--- config.mk ---
export PLATFORM = sky130hd
export DESIGN_NAME = circle_outline_rasterizer_top_flat
export DESIGN_NICKNAME = d
export VERILOG_FILES = /design/src/rtl/cor_pkg.sv /design/src/rtl/cor_cmd_if.sv /design/src/rtl/cor_pix_if.sv /design/src/rtl/cor_emit.sv /design/src/rtl/circle_outline_rasterizer_top.sv /design/src/flat_wrapper.sv
export SDC_FILE = /design/constraint.sdc
export NUM_CORES = 1
export LEC_CHECK = 0
export ABC_CLOCK_PERIOD_IN_PS = 8300
export BUFFER_PORTS_ARGS = -buffer_cell sky130_fd_sc_hd__buf_2
export CORE_MARGIN = 3
export CORE_UTILIZATION = 58
export DETAILED_ROUTE_END_ITERATION = 12
export PLACE_DENSITY = 0.87
export REMOVE_ABC_BUFFERS = 1
export SYNTH_ARGS = -nofsm -noshare
export SYNTH_HDL_FRONTEND = slang
export SYNTH_HIERARCHICAL = 1
export SYNTH_SLANG_ARGS = --single-unit
--- constraint.sdc ---
create_clock -name clk -period 8.3 [get_ports clk]
set_clock_uncertainty 0.2 [all_clocks]
set_input_delay 0.83 -clock clk [delete_from_list [all_inputs] [get_ports clk]]
set_output_delay 0.83 -clock clk [all_outputs]
set_load 0.05 [all_outputs]
--- src/rtl/cor_pkg.sv ---
// Shared types and constants for the circle outline rasterizer.
// No dependencies; compiled first.
package cor_pkg;

    localparam int RADIUS_BITS_DEF = 12;
    localparam int COORD_BITS_DEF  = 13;
    localparam int COLOR_BITS      = 16;

    // Command codes carried in the action field
    localparam logic ACT_START = 1'b0;
    localparam logic ACT_STEP  = 1'b1;

    // Control flags handed from the iteration logic to the point emitter
    typedef struct packed {
        logic two_groups;  // emit the closing (b,b) octet as well
        logic fig_done;    // this step finishes the whole figure
    } ctl_t;

endpackage

--- src/rtl/cor_cmd_if.sv ---
// Command channel of the circle outline rasterizer: start and step items.
// Depends on cor_pkg for default widths.
interface cor_cmd_if #(
    parameter int RADIUS_BITS = cor_pkg::RADIUS_BITS_DEF,
    parameter int COORD_BITS  = cor_pkg::COORD_BITS_DEF
);
    logic                          valid;
    logic                          ready;
    logic                          action;
    logic signed [COORD_BITS-1:0]  center_x;
    logic signed [COORD_BITS-1:0]  center_y;
    logic [RADIUS_BITS-1:0]        radius;
    logic                          filled;
    logic [cor_pkg::COLOR_BITS-1:0] color;

    modport source (
        output valid, action, center_x, center_y, radius, filled, color,
        input  ready
    );
    modport sink (
        input  valid, action, center_x, center_y, radius, filled, color,
        output ready
    );
endinterface

--- src/rtl/cor_pix_if.sv ---
// Pixel channel of the circle outline rasterizer: one point per item.
// Depends on cor_pkg for default widths.
interface cor_pix_if #(
    parameter int COORD_BITS = cor_pkg::COORD_BITS_DEF
);
    logic                           valid;
    logic                           ready;
    logic signed [COORD_BITS:0]     pixel_x;
    logic signed [COORD_BITS:0]     pixel_y;
    logic [cor_pkg::COLOR_BITS-1:0] pixel_color;
    logic                           step_last;
    logic                           figure_done;

    modport source (
        output valid, pixel_x, pixel_y, pixel_color, step_last, figure_done,
        input  ready
    );
    modport sink (
        input  valid, pixel_x, pixel_y, pixel_color, step_last, figure_done,
        output ready
    );
endinterface

--- src/rtl/cor_emit.sv ---
// Point emitter: holds one step's octets and sends them one point a cycle while pix is ready.
// Depends on cor_pkg and cor_pix_if.
module cor_emit #(
    parameter int RADIUS_BITS = cor_pkg::RADIUS_BITS_DEF,
    parameter int COORD_BITS  = cor_pkg::COORD_BITS_DEF
) (
    input  logic                           clk,
    input  logic                           rst_n,
    input  logic                           load,
    input  cor_pkg::ctl_t                  ctl,
    input  logic signed [COORD_BITS-1:0]   cx,
    input  logic signed [COORD_BITS-1:0]   cy,
    input  logic [cor_pkg::COLOR_BITS-1:0] color,
    input  logic [RADIUS_BITS-1:0]         a,
    input  logic [RADIUS_BITS-1:0]         b,
    input  logic [RADIUS_BITS-1:0]         c,
    output logic                           ready,
    cor_pix_if.source                      pix
);
    localparam int PIX_BITS = COORD_BITS + 1;
    localparam int SUM_W    = PIX_BITS + RADIUS_BITS;

    // Batch held for the step in flight
    logic                           full_reg;
    logic [3:0]                     idx_reg;
    cor_pkg::ctl_t                  ctl_reg;
    logic signed [COORD_BITS-1:0]   cx_reg;
    logic signed [COORD_BITS-1:0]   cy_reg;
    logic [cor_pkg::COLOR_BITS-1:0] color_reg;
    logic [RADIUS_BITS-1:0]         a_reg;
    logic [RADIUS_BITS-1:0]         b_reg;
    logic [RADIUS_BITS-1:0]         c_reg;

    // Output register
    logic                           ovalid_reg;
    logic [PIX_BITS-1:0]            px_reg;
    logic [PIX_BITS-1:0]            py_reg;
    logic [cor_pkg::COLOR_BITS-1:0] pcolor_reg;
    logic                           plast_reg;
    logic                           pdone_reg;

    logic                   can_load;
    logic                   emit;
    logic                   last_pt;
    logic [RADIUS_BITS-1:0] p;
    logic [RADIUS_BITS-1:0] q;
    logic [SUM_W-1:0]       sx;
    logic [SUM_W-1:0]       sy;
    logic [SUM_W-1:0]       zp;
    logic [SUM_W-1:0]       zq;
    logic [SUM_W-1:0]       x_next;
    logic [SUM_W-1:0]       y_next;

    assign can_load = !ovalid_reg || pix.ready;
    assign emit     = full_reg && can_load;
    assign last_pt  = ctl_reg.two_groups ? (idx_reg == 4'd15) : (idx_reg == 4'd7);
    assign ready    = !full_reg || (emit && last_pt);

    // First octet uses (a,b), its second half swaps to (b,a); second octet is (c,c)
    always_comb
    begin
        if (idx_reg[3])
        begin
            p = c_reg;
            q = c_reg;
        end
        else if (idx_reg[2])
        begin
            p = b_reg;
            q = a_reg;
        end
        else
        begin
            p = a_reg;
            q = b_reg;
        end
        sx = {{(SUM_W-COORD_BITS){cx_reg[COORD_BITS-1]}}, cx_reg};
        sy = {{(SUM_W-COORD_BITS){cy_reg[COORD_BITS-1]}}, cy_reg};
        zp = {{(SUM_W-RADIUS_BITS){1'b0}}, p};
        zq = {{(SUM_W-RADIUS_BITS){1'b0}}, q};
        x_next = idx_reg[1] ? (sx - zp) : (sx + zp);
        y_next = idx_reg[0] ? (sy - zq) : (sy + zq);
    end

    always_ff @(posedge clk or negedge rst_n)
    begin
        if (!rst_n)
        begin
            full_reg   <= 1'b0;
            idx_reg    <= 4'd0;
            ovalid_reg <= 1'b0;
        end
        else
        begin
            if (load)
            begin
                full_reg <= 1'b1;
                idx_reg  <= 4'd0;
            end
            else if (emit)
            begin
                if (last_pt)
                    full_reg <= 1'b0;
                else
                    idx_reg <= idx_reg + 4'd1;
            end

            if (emit)
                ovalid_reg <= 1'b1;
            else if (pix.ready)
                ovalid_reg <= 1'b0;
        end
    end

    always_ff @(posedge clk)
    begin
        if (load)
        begin
            ctl_reg   <= ctl;
            cx_reg    <= cx;
            cy_reg    <= cy;
            color_reg <= color;
            a_reg     <= a;
            b_reg     <= b;
            c_reg     <= c;
        end
        if (emit)
        begin
            px_reg     <= x_next[PIX_BITS-1:0];
            py_reg     <= y_next[PIX_BITS-1:0];
            pcolor_reg <= color_reg;
            plast_reg  <= last_pt;
            pdone_reg  <= last_pt && ctl_reg.fig_done;
        end
    end

    assign pix.valid       = ovalid_reg;
    assign pix.pixel_x     = px_reg;
    assign pix.pixel_y     = py_reg;
    assign pix.pixel_color = pcolor_reg;
    assign pix.step_last   = plast_reg;
    assign pix.figure_done = pdone_reg;

    a_single_octet: assert property (@(posedge clk) disable iff (!rst_n)
        full_reg && !ctl_reg.two_groups |-> !idx_reg[3])
        else $error("emitter index ran past a single octet");

    a_load_only_when_free: assert property (@(posedge clk) disable iff (!rst_n)
        load |-> ready)
        else $error("batch loaded while previous step still pending");

    a_load_starts_batch: assert property (@(posedge clk) disable iff (!rst_n)
        load |=> full_reg && idx_reg == 4'd0)
        else $error("loaded batch not started at first point");

    a_done_is_last: assert property (@(posedge clk) disable iff (!rst_n)
        ovalid_reg && pdone_reg |-> plast_reg)
        else $error("figure end flagged on a point that does not end its step");

endmodule

--- src/rtl/circle_outline_rasterizer_top.sv ---
// Top level of the midpoint circle outline rasterizer.
// Depends on cor_pkg, cor_cmd_if, cor_pix_if and cor_emit.
//
//  channel | dir | payload                                           | accept
//  cmd     | in  | action center_x center_y radius filled color      | valid & ready
//  pix     | out | pixel_x pixel_y pixel_color step_last figure_done  | valid & ready
//
// A start item, or a step while idle, is taken and emits nothing.
// A step while drawing updates the decision state in the cycle it is taken and
// hands 8 or 16 points to the emitter, which sends one point per cycle while
// pix is ready.
// The next item is taken in the cycle the emitter sends its last pending point.
// Reset (rst_n low, asynchronous) clears busy and empties the emitter.
module circle_outline_rasterizer_top #(
    parameter int RADIUS_BITS = cor_pkg::RADIUS_BITS_DEF,
    parameter int COORD_BITS  = cor_pkg::COORD_BITS_DEF
) (
    input  logic      clk,
    input  logic      rst_n,
    cor_cmd_if.sink   cmd,
    cor_pix_if.source pix
);
    localparam int DEC_BITS = RADIUS_BITS + 5;

    logic                           busy_reg;
    logic signed [COORD_BITS-1:0]   cx_reg;
    logic signed [COORD_BITS-1:0]   cy_reg;
    logic [RADIUS_BITS-1:0]         rad_reg;
    logic [RADIUS_BITS-1:0]         a_reg;
    logic [RADIUS_BITS-1:0]         b_reg;
    logic [DEC_BITS-1:0]            dec_reg;
    logic                           fill_reg;
    logic [cor_pkg::COLOR_BITS-1:0] color_reg;

    logic                   ready;
    logic                   accept;
    logic                   start;
    logic                   step_fire;
    logic                   dec_neg;
    logic [DEC_BITS-1:0]    a4;
    logic [DEC_BITS-1:0]    b4;
    logic [DEC_BITS-1:0]    dec_step;
    logic [RADIUS_BITS-1:0] a_step;
    logic [RADIUS_BITS-1:0] b_step;
    logic [RADIUS_BITS-1:0] rad_dn;
    logic                   end_loop;
    logic                   restart;
    logic [DEC_BITS-1:0]    dec_init_cmd;
    logic [DEC_BITS-1:0]    dec_init_dn;
    cor_pkg::ctl_t          ctl;

    assign cmd.ready = ready;
    assign accept    = cmd.valid && ready;
    assign start     = accept && (cmd.action == cor_pkg::ACT_START);
    assign step_fire = accept && (cmd.action == cor_pkg::ACT_STEP) && busy_reg;

    // One midpoint iteration; a < b holds on entry whenever busy
    always_comb
    begin
        dec_neg  = dec_reg[DEC_BITS-1];
        a4       = {3'b000, a_reg, 2'b00};
        b4       = {3'b000, b_reg, 2'b00};
        dec_step = dec_neg ? (dec_reg + a4 + DEC_BITS'(6))
                           : (dec_reg + a4 - b4 + DEC_BITS'(10));
        a_step   = a_reg + 1'b1;
        b_step   = dec_neg ? b_reg : (b_reg - 1'b1);
        end_loop = (a_step >= b_step);
        restart  = end_loop && fill_reg && (rad_reg > RADIUS_BITS'(1));
        rad_dn   = rad_reg - 1'b1;
        dec_init_cmd = DEC_BITS'(3) - {4'b0000, cmd.radius, 1'b0};
        dec_init_dn  = DEC_BITS'(3) - {4'b0000, rad_dn, 1'b0};
        ctl.two_groups = end_loop && (b_step != '0);
        ctl.fig_done   = end_loop && !restart;
    end

    always_ff @(posedge clk or negedge rst_n)
    begin
        if (!rst_n)
        begin
            busy_reg <= 1'b0;
        end
        else if (start)
        begin
            busy_reg <= (cmd.radius != '0);
        end
        else if (step_fire && end_loop && !restart)
        begin
            busy_reg <= 1'b0;
        end
    end

    always_ff @(posedge clk)
    begin
        if (start)
        begin
            cx_reg    <= cmd.center_x;
            cy_reg    <= cmd.center_y;
            color_reg <= cmd.color;
            fill_reg  <= cmd.filled;
            rad_reg   <= cmd.radius;
            a_reg     <= '0;
            b_reg     <= cmd.radius;
            dec_reg   <= dec_init_cmd;
        end
        else if (step_fire)
        begin
            if (restart)
            begin
                // Next concentric ring, one pixel smaller
                rad_reg <= rad_dn;
                a_reg   <= '0;
                b_reg   <= rad_dn;
                dec_reg <= dec_init_dn;
            end
            else
            begin
                a_reg   <= a_step;
                b_reg   <= b_step;
                dec_reg <= dec_step;
            end
        end
    end

    cor_emit #(
        .RADIUS_BITS (RADIUS_BITS),
        .COORD_BITS  (COORD_BITS)
    ) u_emit (
        .clk   (clk),
        .rst_n (rst_n),
        .load  (step_fire),
        .ctl   (ctl),
        .cx    (cx_reg),
        .cy    (cy_reg),
        .color (color_reg),
        .a     (a_reg),
        .b     (b_reg),
        .c     (b_step),
        .ready (ready),
        .pix   (pix)
    );

    a_offsets_ordered: assert property (@(posedge clk) disable iff (!rst_n)
        busy_reg |-> a_reg < b_reg)
        else $error("busy with offset a not below offset b");

    a_zero_radius_idle: assert property (@(posedge clk) disable iff (!rst_n)
        start && cmd.radius == '0 |=> !busy_reg)
        else $error("zero radius start left the block busy");

    a_ring_shrinks: assert property (@(posedge clk) disable iff (!rst_n)
        step_fire && restart |=> busy_reg && rad_reg == $past(rad_reg) - 1'b1)
        else $error("filled figure did not step down one ring");

endmodule

--- src/flat_wrapper.sv ---
// flat-port wrapper written by rule: the top's interface ports become plain ports
module circle_outline_rasterizer_top_flat 
#(
    parameter int RADIUS_BITS = cor_pkg::RADIUS_BITS_DEF,
    parameter int COORD_BITS  = cor_pkg::COORD_BITS_DEF
)
  (clk, rst_n, cmd_valid, cmd_action, cmd_center_x, cmd_center_y, cmd_radius, cmd_filled, cmd_color, cmd_ready, pix_valid, pix_pixel_x, pix_pixel_y, pix_pixel_color, pix_step_last, pix_figure_done, pix_ready);
  cor_cmd_if #(.RADIUS_BITS(RADIUS_BITS), .COORD_BITS(COORD_BITS)) cmd_i ();
  cor_pix_if #(.COORD_BITS(COORD_BITS)) pix_i ();
  input  logic clk;
  input  logic rst_n;
  input wire logic [$bits(cmd_i.valid)-1:0] cmd_valid;
  input wire logic [$bits(cmd_i.action)-1:0] cmd_action;
  input wire logic [$bits(cmd_i.center_x)-1:0] cmd_center_x;
  input wire logic [$bits(cmd_i.center_y)-1:0] cmd_center_y;
  input wire logic [$bits(cmd_i.radius)-1:0] cmd_radius;
  input wire logic [$bits(cmd_i.filled)-1:0] cmd_filled;
  input wire logic [$bits(cmd_i.color)-1:0] cmd_color;
  output wire logic [$bits(cmd_i.ready)-1:0] cmd_ready;
  output wire logic [$bits(pix_i.valid)-1:0] pix_valid;
  output wire logic [$bits(pix_i.pixel_x)-1:0] pix_pixel_x;
  output wire logic [$bits(pix_i.pixel_y)-1:0] pix_pixel_y;
  output wire logic [$bits(pix_i.pixel_color)-1:0] pix_pixel_color;
  output wire logic [$bits(pix_i.step_last)-1:0] pix_step_last;
  output wire logic [$bits(pix_i.figure_done)-1:0] pix_figure_done;
  input wire logic [$bits(pix_i.ready)-1:0] pix_ready;
  assign cmd_i.valid = cmd_valid;
  assign cmd_i.action = cmd_action;
  assign cmd_i.center_x = cmd_center_x;
  assign cmd_i.center_y = cmd_center_y;
  assign cmd_i.radius = cmd_radius;
  assign cmd_i.filled = cmd_filled;
  assign cmd_i.color = cmd_color;
  assign cmd_ready = cmd_i.ready;
  assign pix_valid = pix_i.valid;
  assign pix_pixel_x = pix_i.pixel_x;
  assign pix_pixel_y = pix_i.pixel_y;
  assign pix_pixel_color = pix_i.pixel_color;
  assign pix_step_last = pix_i.step_last;
  assign pix_figure_done = pix_i.figure_done;
  assign pix_i.ready = pix_ready;
  circle_outline_rasterizer_top #(.RADIUS_BITS(RADIUS_BITS), .COORD_BITS(COORD_BITS)) u_core (.clk(clk), .rst_n(rst_n), .cmd(cmd_i), .pix(pix_i));
endmodule
==> metrics.yaml, run 1 <==
global_route:
  grt_pass1_vias: 9358
  grt_max_degree: 87
  antenna_found_initial: 0
  grt_use_total_pct: 24.3
  grt_overflow: 0
  grt_pass1_wl_um: 47500
cells_and_area:
  layout_common_cells: "edfxtp_1, buf_2, ha_1"
  nNetsFinal: 1401
  design_area_mm2: 0.0147
  layout_commonest_cell: "edfxtp_1"
  drive_above_1_share_pct: 16.7
  syn_to_final_growth_pct: 11.8
  fillers: 1544
  layout.area.seq_mm2: 0.00669
  antenna_cells: 0
  multi_input_area_mm2: 0.00602
critical_path:
  end_kind: "register"
  slowest_stage: "dfrtp_1"
  rr_endpoint: "u_core/a_reg[7]"
  reg2reg_depth: 14
  cp.arrival_ns: 5.49
  worstSetupPathType: "reg2reg"
  regToRegStartpoint: "u_core/u_emit/idx_reg[2]"
  path_cells: "nand3_1 > inv_1 > nand2_1 > nand2_1 > nand2_1 > or2_2 > buf_4 > inv_2 > buf_4 > nor2_1 > inv_1 > o21ai_1 > nand2_1 > o41ai_1"
  max_stage_delay_ns: 1.12
  critPathMostFrequentCell: "nand2_1"
  cp-start-kind: "register"
  path_max_fanout: 54
  required_ns: 8.49
  rrSetupSlack_ns: 3.00
timing:
  setup_viol: 0
  layout_min_cycle_time_ns: 5.30
  max_freq_mhz: 189
  hold_viol_final: 0
  holdWs_ns: 0.215
  final_max_slew_viol_count: 0
  finalCritPeriodShare_pct: 63.8
  fin_setup_tns_ns: 0
  rsz0062_at_grt: "false"
  relSlewSlack_pct: 21.1
  worst_pin_slew_ns: 1.18
logic_synthesis:
  synth_ff_type: "edfxtp_1"
  synth_edf_count: 209
  syn-cell-area_mm2: 0.0131
  synth_cell_type_count: 94
  synth.top_cell.area_share_pct: 47.8
  synth_warnings: 6
  syn-instance-count: 1138
  ys_seq_area_share_pct: 51.0
  synth.area.top_cells: "edfxtp_1, ha_1, xnor2_1"
  avgSynthCellArea_um2: 11.5
  yosysTopAreaCell: "edfxtp_1"
  ys_seq_elements: 228
  ys_async_sr_fraction_pct: 3.07
floorplanning:
  die_h_um: 156
  die_w_um: 156
  std_cell_rows: 54
  num_io_pins: 108
  die_area_mm2: 0.0245
  initial_core_util_pct: 59.6
  fp.coreArea_mm2: 0.0220
min_path:
  hold_depth: 0
  hold_class: "reg2reg"
  whs_endpoint: "u_core/u_emit/color_reg[9]"
  hp-start: "u_core/color_reg[9]"
clock_tree:
  clock_latency_ns: 0.51
  post-cts-setup-buffers: 0
  postCtsResizedCells: 0
  cts_buffers: 23
  cts_tree: "built"
  clock-root-buffer: "clkbuf_16"
  htreeDepth: 1
  clkSlewWorstSetupHoldPaths_ns: 0.06
  cts_max_path_buffers: 3
  cts_sinks: 228
route:
  num_vias: 9500
  wirelength_um: 30200
  postRouteAntennaNets: 0
  via_per_inst: 6.14
  drc: 0
  wl_per_cell_um: 19.5
  dr.pass1.iters: 5
  drt_iter0_drc: 995
pwr:
  p_sw_w: 0.00234
  powerDensity_mw_per_mm2: 383
  p_leak_nw: 5.74
  internal_power_w: 0.00328
  finalPower_w: 0.00562
  p_clk_share_pct: 18.0
  ir_drop_uv: 285
  pwr-share-seq_pct: 31.4
  switching_share_pct: 41.7
  comb_power_share_pct: 50.6
place:
  portBuffers: 107
  dp_hpwl_um: 22300
  place_area_mm2: 0.0139
  gp_congestion: 0.947
flow_run:
  drv_cap: 0
status:
  outcome: "complete, no violations"
[worst max-delay path: cells and delay by family, from the launching register on]
| family | cells | cell delay, ns |
|---|---|---|
| buffers and inverters | 5 | 2.06 |
| AND/OR/NAND/NOR | 7 | 1.56 |
| flip-flops | 1 | 1.12 |
| AO/OA/AOI/OAI | 2 | 0.21 |
[cells by family after synthesis]
kind of cell | after synthesis | synth area share (%)
AND/OR/NAND/NOR | 308 | 12.7
multiplexers | 35 | 3.13
XOR/XNOR | 122 | 8.43
buffers and inverters | 98 | 3.14
flip-flops | 228 | 51.0
AO/OA/AOI/OAI | 257 | 12.8
adder cells (fa/ha/maj) | 90 | 8.76
[power by group through the flow]
stage / clock (W) / sequential, W / combinational, W
after floorplan: 0 / 0.00213 / 0.00181
after global placement: 0 / 0.00177 / 0.00266
after detailed placement: 0 / 0.00178 / 0.00278
after CTS: 0.00103 / 0.00176 / 0.00281
after global routing: 0.00108 / 0.00179 / 0.00309
final: 0.00101 / 0.00177 / 0.00284
[per-stage QoR]
| step | setup slack [ns] | cells | util (%) |
|---|---|---|---|
| after floorplan | 0.127 | 1112 | - |
| after global placement | 3.33 | 1505 | 63.2 |
| after detailed placement | 3.06 | 1505 | 63.2 |
| after CTS | 3.01 | 1547 | 66.6 |
| after global routing | 2.60 | 1547 | 66.6 |
| final | 3.00 | 1547 | 66.6 |
[layer usage]
layer  up-vias  track usage [%]  wire length (um)
met1      4549             30.0             11800
met5         -                0                 0
met2       389             43.4             15100
met4         0             8.88              1190
met3        92             3.51              2030
li1       4470                -                 -
[Yosys cell counts (12+ instances only)]
library cell	instances
inv_1	71
xor2_1	56
nand2_1	49
nand3_1	28
xnor2_1	61
clkbuf_1	15
a21oi_1	76
o21ai_1	33
mux2_1	18
ha_1	87
nor2_1	76
nor3_1	26
nand2b_1	30
nand4_1	12
o21ai_0	28
edfxtp_1	209
o21a_1	13
dfxtp_1	12
[what timing repair did]
| action | in CTS | in global routing |
|---|---|---|
| endpoints found under the setup margin | 0 | 0 |
| hold endpoints to repair | 7 | 0 |
| hold buffers | 1 | 0 |
[how the worst max path moves through the flow]
stage | from | end | slack, ns
finish | u_core/u_emit/idx_reg[2] | u_core/a_reg[7] | 3.00
global route | u_core/u_emit/idx_reg[2] | u_core/a_reg[7] | 2.60
CTS | u_core/u_emit/idx_reg[2] | u_core/a_reg[7] | 3.01
detailed placement | u_core/u_emit/idx_reg[2] | u_core/a_reg[7] | 3.06
global placement | u_core/u_emit/idx_reg[2] | u_core/a_reg[7] | 3.33
floorplan | u_core/u_emit/idx_reg[3] | u_core/a_reg[7] | 0.13
[area by class of cell]
class / count / share of cell area, %
multi-input cells: 812 / 41.1
flip-flops and latches: 228 / 45.6
repair buffers: 114 / 4.03
clock inverters: 15 / 1.03
clock buffers: 26 / 4.00
inverters: 72 / 1.84
well taps: 280 / 2.39
(Power assumes the default switching activity.)
==> run 2: changes to the inputs <==
ABC_AREA = 1   (was unset)
ABC_CLOCK_PERIOD_IN_PS = 4870   (was 8300)
CORE_UTILIZATION = 55   (was 58)
PLACE_DENSITY = 0.86   (was 0.87)
clock period = 4.87 ns   (was 8.3 ns; I/O delays follow)
==> run 2 against run 1 <==
- first-iteration DRC count rose by 19%
- die area up 11%
- critical path type unchanged
- via count grew 20%
- final area up 9.7%
- sequential power up 74%
- combinational power increased by 140%
- highest routed layer unchanged
- count of clock-buffer cells in the layout up 1
- register-to-register slack worse by 2.4 ns
==> metrics.yaml, run 2 <==
status:
  outcome: "complete, no violations"
cells_and_area:
  final_cells: 2035  # +32%
  layout_common_cells: "nand2_1, edfxtp_1, inv_1"
  fillers: 1947  # +26%
  drive_above_1_share_pct: 15.5  # -1.2 points
  design_area_mm2: 0.0161  # +9.7%
  layout_commonest_cell: "nand2_1"
  syn_to_final_growth_pct: 15.8
  nNetsFinal: 1841  # +31%
route:
  dr.pass1.iters: 6  # +1
  wl_per_cell_um: 17.3  # -11%
  postRouteAntennaNets: 0  # unchanged
  via_per_inst: 5.61  # -8.6%
  wirelength_um: 35300  # +17%
  drt_iter0_drc: 1184  # +19%
  num_vias: 11400  # +20%
  drc: 0  # unchanged
min_path:
  hold_class: "in2reg"
  hold_depth: 3  # +3
  hp-start: "cmd_radius[0]"
  whs_endpoint: "u_core/busy_reg"
timing:
  max_freq_mhz: 237  # +26%
  finalCritPeriodShare_pct: 86.6  # +23 points
  worst_pin_slew_ns: 0.934  # -0.249 ns
  final_max_slew_viol_count: 0  # unchanged
  layout_min_cycle_time_ns: 4.22  # -1.08 ns
  hold_viol_final: 0  # unchanged
  rsz0062_at_grt: "false"
  setup_viol: 0  # unchanged
  relSlewSlack_pct: 37.6  # +17 points
  fin_setup_tns_ns: 0  # unchanged
place:
  placed_cells: 1943  # +29%
  gp_congestion: 1.03  # +9.1%
  portBuffers: 107  # unchanged
  dp_hpwl_um: 25900  # +16%
  place_area_mm2: 0.0148  # +6.0%
clock_tree:
  cts_max_path_buffers: 3  # unchanged
  postCtsResizedCells: 0  # unchanged
  cts_sinks: 228  # unchanged
  clock_latency_ns: 0.53  # +0.02 ns
  htreeDepth: 1  # unchanged
  post-cts-setup-buffers: 0  # unchanged
  cts_tree: "built"
  cts_buffers: 25  # +8.7%
  clkSlewWorstSetupHoldPaths_ns: 0.06  # about the same
  clock-root-buffer: "clkbuf_16"
  ctsHoldBuffers: 45  # +44
global_route:
  grt_max_degree: 69  # -21%
  grt_pass1_wl_um: 56000  # +18%
  grt_overflow: 0  # unchanged
  antenna_found_initial: 1  # +1
  grt_pass1_vias: 11000  # +18%
  grt_use_total_pct: 26.0  # +1.7 points
logic_synthesis:
  synth_ff_type: "edfxtp_1"
  syn-cell-area_mm2: 0.0139  # +5.9%
  yosysMostFrequentCell: "nand2_1"
  avgSynthCellArea_um2: 9.09  # -21%
  yosysTopAreaCell: "edfxtp_1"
  synth.area.top_cells: "edfxtp_1, nand2_1, ha_1"
  ys_async_sr_fraction_pct: 3.07  # unchanged
  ys_seq_area_share_pct: 48.2  # -2.8 points
  synth_warnings: 6  # unchanged
  synth_cell_type_count: 56  # -40%
  synth.top_cell.area_share_pct: 45.2  # -2.7 points
  synth_edf_count: 209  # unchanged
  syn-instance-count: 1528  # +34%
  synth_commonest_cells: "nand2_1, edfxtp_1, inv_1, nand3_1, nor2_1"
  ys_seq_elements: 228  # unchanged
floorplanning:
  fp.coreArea_mm2: 0.0246  # +12%
  num_io_pins: 108  # unchanged
  die_area_mm2: 0.0272  # +11%
  die_w_um: 165  # +5.5%
  std_cell_rows: 57  # +5.6%
  die_h_um: 165  # +5.5%
  initial_core_util_pct: 56.5  # -3.1 points
critical_path:
  rrSetupSlack_ns: 0.65  # -2.35 ns
  critPathMostFrequentCell: "nand2_1"
  path_max_fanout: 68  # +26%
  rr_endpoint: "u_core/a_reg[11]"
  worstSetupPathType: "reg2reg"
  reg2reg_depth: 13  # -1
  max_stage_delay_ns: 0.94  # -0.18 ns
  slowest_stage: "dfrtp_1"
  regToRegStartpoint: "u_core/u_emit/idx_reg[2]"
  cp.arrival_ns: 4.46  # -1.03 ns
  cp-start-kind: "register"
  path_cells: "nand2_1 > inv_1 > nand2_1 > nor2_2 > inv_2 > o21ai_0 > nand2_1 > inv_1 > nand3_1 > clkinv_2 > buf_4 > nand3_1 > o21ai_1"
  required_ns: 5.11  # -3.38 ns
  end_kind: "register"
pwr:
  ir_drop_uv: 645  # +130%
  p_leak_nw: 7.25  # +26%
  powerDensity_mw_per_mm2: 732  # +91%
flow_run:
  drv_cap: 0  # unchanged
==> run 2: critical path, delay by kind of cell, from the launching register on <==
kind	cells	cell delay [ns]
DFF	1	0.94
and+or+nand+nor	6	1.04
AOI/OAI and AO/OA	2	0.45
buffers and inverters	5	1.47
==> run 2: how the worst max path moves through the flow <==
stage | to | startpoint | cells past startpoint
global placement | u_core/u_emit/pix.pixel_x[13] | u_core/u_emit/idx_reg[2] | 19
global route | u_core/b_reg[1] | u_core/a_reg[3] | 17
floorplan | u_core/dec_reg[14] | u_core/u_emit/idx_reg[2] | 13
detailed placement | u_core/u_emit/pix.pixel_x[13] | u_core/u_emit/idx_reg[2] | 19
finish | u_core/a_reg[11] | u_core/u_emit/idx_reg[2] | 13
CTS | u_core/a_reg[11] | u_core/u_emit/idx_reg[2] | 13
==> run 2: power breakdown <==
part,internal (W),leakage (nW),switching [W]
clock,0.00121,0.438,0.000797
combinational,0.00219,4.71,0.00449
sequential,0.00283,2.11,0.000247
total,0.00624,7.25,0.00554
==> run 2: final cells by class <==
cell class                 instances  area (um2)  area share (%)
antenna                            1        2.50          0.0156
clock buffer                      27         664            4.13
clock inverter                    19         219            1.36
inverter                         222         842            5.23
multi-input combinational       1050        6180            38.4
sequential                       228        6690            41.6
tap                              324         405            2.52
timing repair buffer             164        1090            6.76
==> run 2: logic make-up after synthesis <==
logic type               count (synthesis)  synth area share (%)
adder cells (fa/ha/maj)                 90                  8.27
flip-flops                             228                  48.2
XOR/XNOR                                79                  5.25
AND/OR/NAND/NOR                        675                  22.0
AO/OA/AOI/OAI                          206                  8.82
buffers and inverters                  250                  7.47
==> run 2: metal layers <==
layer / track usage, % / vias up / share of wire, %
met5: 0 / - / 0
met4: 9.34 / 0 / 3.3
met3: 3.96 / 103 / 8.1
met2: 45.4 / 553 / 49
met1: 32.9 / 5305 / 39
li1: - / 5459 / -
==> run 2: metrics by stage <==
| stage | setup slack [ns] | util (%) | total power, W | hold WS, ns |
|---|---|---|---|---|
| after floorplan | -2.60 | - | 0.00807 | -0.00859 |
| after global placement | 0.966 | 60.0 | 0.00940 | 0.131 |
| after detailed placement | 0.897 | 60.0 | 0.00959 | 0.138 |
| after CTS | 0.787 | 65.4 | 0.0117 | 0.0603 |
| after global routing | 0.309 | 65.4 | 0.0127 | 0.0870 |
| final | 0.651 | 65.4 | 0.0118 | 0.0768 |
==> run 3: changes to the inputs <==
ABC_CLOCK_PERIOD_IN_PS = 5470   (was 4870)
CORE_UTILIZATION = 58   (was 55)
clock period = 5.47 ns   (was 4.87 ns; I/O delays follow)
==> run 3 against run 2 <==
- global-route usage about the same
- register-to-register slack better by 0.52 ns
- clock power down 12%
- first-iteration DRC count shrank 17%
- power shrank 12%
- largest cell class unchanged
- final area is 1.6% lower
- largest power group unchanged
- non-clock buffer count decreased by 23
- routed wire length fell by 3.5%
- combinational power decreased by 12%
- maximum frequency down 1.8%
==> metrics.yaml, run 3 (synthesis gave the netlist of run 2 again) <==
status:
  outcome: "complete, no violations"
critical_path:
  cp-start-kind: "register"
  cp.arrival_ns: 4.25  # -0.21 ns
  end_kind: "register"
  regToRegStartpoint: "u_core/a_reg[1]"
  path_max_fanout: 27  # -60%
  crit_start: "u_core/a_reg[1]"
  required_ns: 5.42  # +0.31 ns
  worstSetupPathType: "reg2reg"
flow_run:
  drv_cap: 0  # unchanged
clock_tree:
  clock-root-buffer: "clkbuf_16"
  clkSlewWorstSetupHoldPaths_ns: 0.06  # about the same
  cts_sinks: 228  # unchanged
  htreeDepth: 1  # unchanged
  postCtsResizedCells: 0  # unchanged
  cts_max_path_buffers: 3  # unchanged
  clock_latency_ns: 0.53  # about the same
  cts_tree: "built"
  cts_buffers: 25  # unchanged
  post-cts-setup-buffers: 0  # unchanged
route:
  postRouteAntennaNets: 0  # unchanged
  num_vias: 11100  # -2.4%
  drc: 0  # unchanged
  wl_per_cell_um: 17.0  # -2.1%
  dr.pass1.iters: 6  # unchanged
  drt_iter0_drc: 981  # -17%
  wirelength_um: 34000  # -3.5%
  via_per_inst: 5.55  # -1.0%
cells_and_area:
  utilization_pct: 67.4  # +2.0 points
  layout_commonest_cell: "nand2_1"
  layout_common_cells: "nand2_1, edfxtp_1, inv_1"
  syn_to_final_growth_pct: 13.9
  antenna_cells: 0  # -1
  nNetsFinal: 1818  # -1.2%
  design_area_mm2: 0.0158  # -1.6%
  drive_above_1_share_pct: 15.4  # -0.085 points
  fillers: 1778  # -8.7%
place:
  portBuffers: 107  # unchanged
  dp_hpwl_um: 25100  # -2.8%
  place_area_mm2: 0.0147  # -0.23%
  gp_congestion: 0.955  # -7.5%
floorplanning:
  fp.coreArea_mm2: 0.0235  # -4.6%
  initial_core_util_pct: 59.2  # +2.7 points
  die_h_um: 161  # -2.5%
  die_area_mm2: 0.0258  # -5.0%
  num_io_pins: 108  # unchanged
  die_w_um: 161  # -2.5%
  std_cell_rows: 56  # -1.8%
timing:
  setup_viol: 0  # unchanged
  hold_viol_final: 0  # unchanged
  layout_min_cycle_time_ns: 4.30  # +0.0770 ns
  worst_pin_slew_ns: 0.982  # +0.0477 ns
  max_freq_mhz: 233  # -1.8%
  relSlewSlack_pct: 34.5  # -3.2 points
  finalCritPeriodShare_pct: 78.5  # -8.1 points
  final_max_slew_viol_count: 0  # unchanged
  rsz0062_at_grt: "false"
  holdWs_ns: 0.0166  # -0.0602 ns
pwr:
  powerDensity_mw_per_mm2: 657  # -10%
  finalPower_w: 0.0104  # -12%
  ir_drop_uv: 421  # -35%
  p_leak_nw: 7.13  # -1.6%
global_route:
  grt_use_total_pct: 26.0  # +0.026 points
  grt_overflow: 0  # unchanged
  grt_max_degree: 67  # -2.9%
  grt_pass1_vias: 10600  # -3.9%
  grt_pass1_wl_um: 54200  # -3.3%
  antenna_found_initial: 0  # -1
min_path:
  hold_class: "in2reg"
  hp-start: "cmd_center_x[1]"
run 3: layout make-up:
type                            count  area, um2  share of cell area (%)
Clock inverter                     18        223                    1.41
Timing Repair Buffer              141        851                    5.37
Inverter                          222        842                    5.32
Sequential cell                   228       6690                    42.3
Multi-Input combinational cell   1050       6180                    39.0
Clock buffer                       28        647                    4.09
Tap cell                          319        399                    2.52
run 3: path summary, 6_finish.rpt:
path,endpoint,slack [ns],depth (start not counted)
max in group asynchronous,u_core/u_emit/full_reg,4.75,2
hold / removal,u_core/cx_reg[1],0.02,1
setup / recovery,u_core/rad_reg[1],1.17,16
min in group asynchronous,u_core/u_emit/idx_reg[1],0.17,2
hold reg to reg,u_core/u_emit/cx_reg[7],0.21,0
setup reg to reg,u_core/rad_reg[1],1.17,16
run 3: per-stage QoR:
step	TNS [ns]	cells	worst slack, ns
2_1_floorplan	-160.41	1500	-2.00
3_3_place_gp	0	1936	1.34
3_5_place_dp	0	1936	1.23
4_1_cts	0	2005	1.19
5_1_grt	0	2006	0.748
6_report	0	2006	1.17
run 3: timing repair:
action                     CTS  global route
hold endpoints to repair    29             1
setup endpoints to repair    0             0
hold buffers                23             1
run 3: layer usage:
layer / GRT usage [%] / part of all wire (%) / routed length [um]
met2: 45.3 / 48 / 16500
met5: 0 / 0 / 0
met4: 8.02 / 3.3 / 1120
met3: 2.73 / 6.9 / 2350
met1: 34.6 / 41 / 14100
run 3: critical path, stage by stage, from the launching register on:
cell and delay [ns]:
dfxtp_1 0.44, inv_1 0.13, nor3_4 0.22, nand4_1 0.15
or2_2 0.33, nor3_2 0.17, nand3_1 0.11, xor2_1 0.17
ha_1 0.30, nand2_1 0.07, nor2_1 0.18, nand3_1 0.10
nand4_1 0.14, nand2_1 0.10, inv_2 0.37, nor2_2 0.06
nor2_1 0.67
run 3: where the power goes:
| part | internal [W] | switching (W) |
|---|---|---|
| Clock | 0.00106 | 0.000700 |
| Combinational | 0.00193 | 0.00397 |
| Sequential | 0.00252 | 0.000224 |
| Total | 0.00551 | 0.00490 |
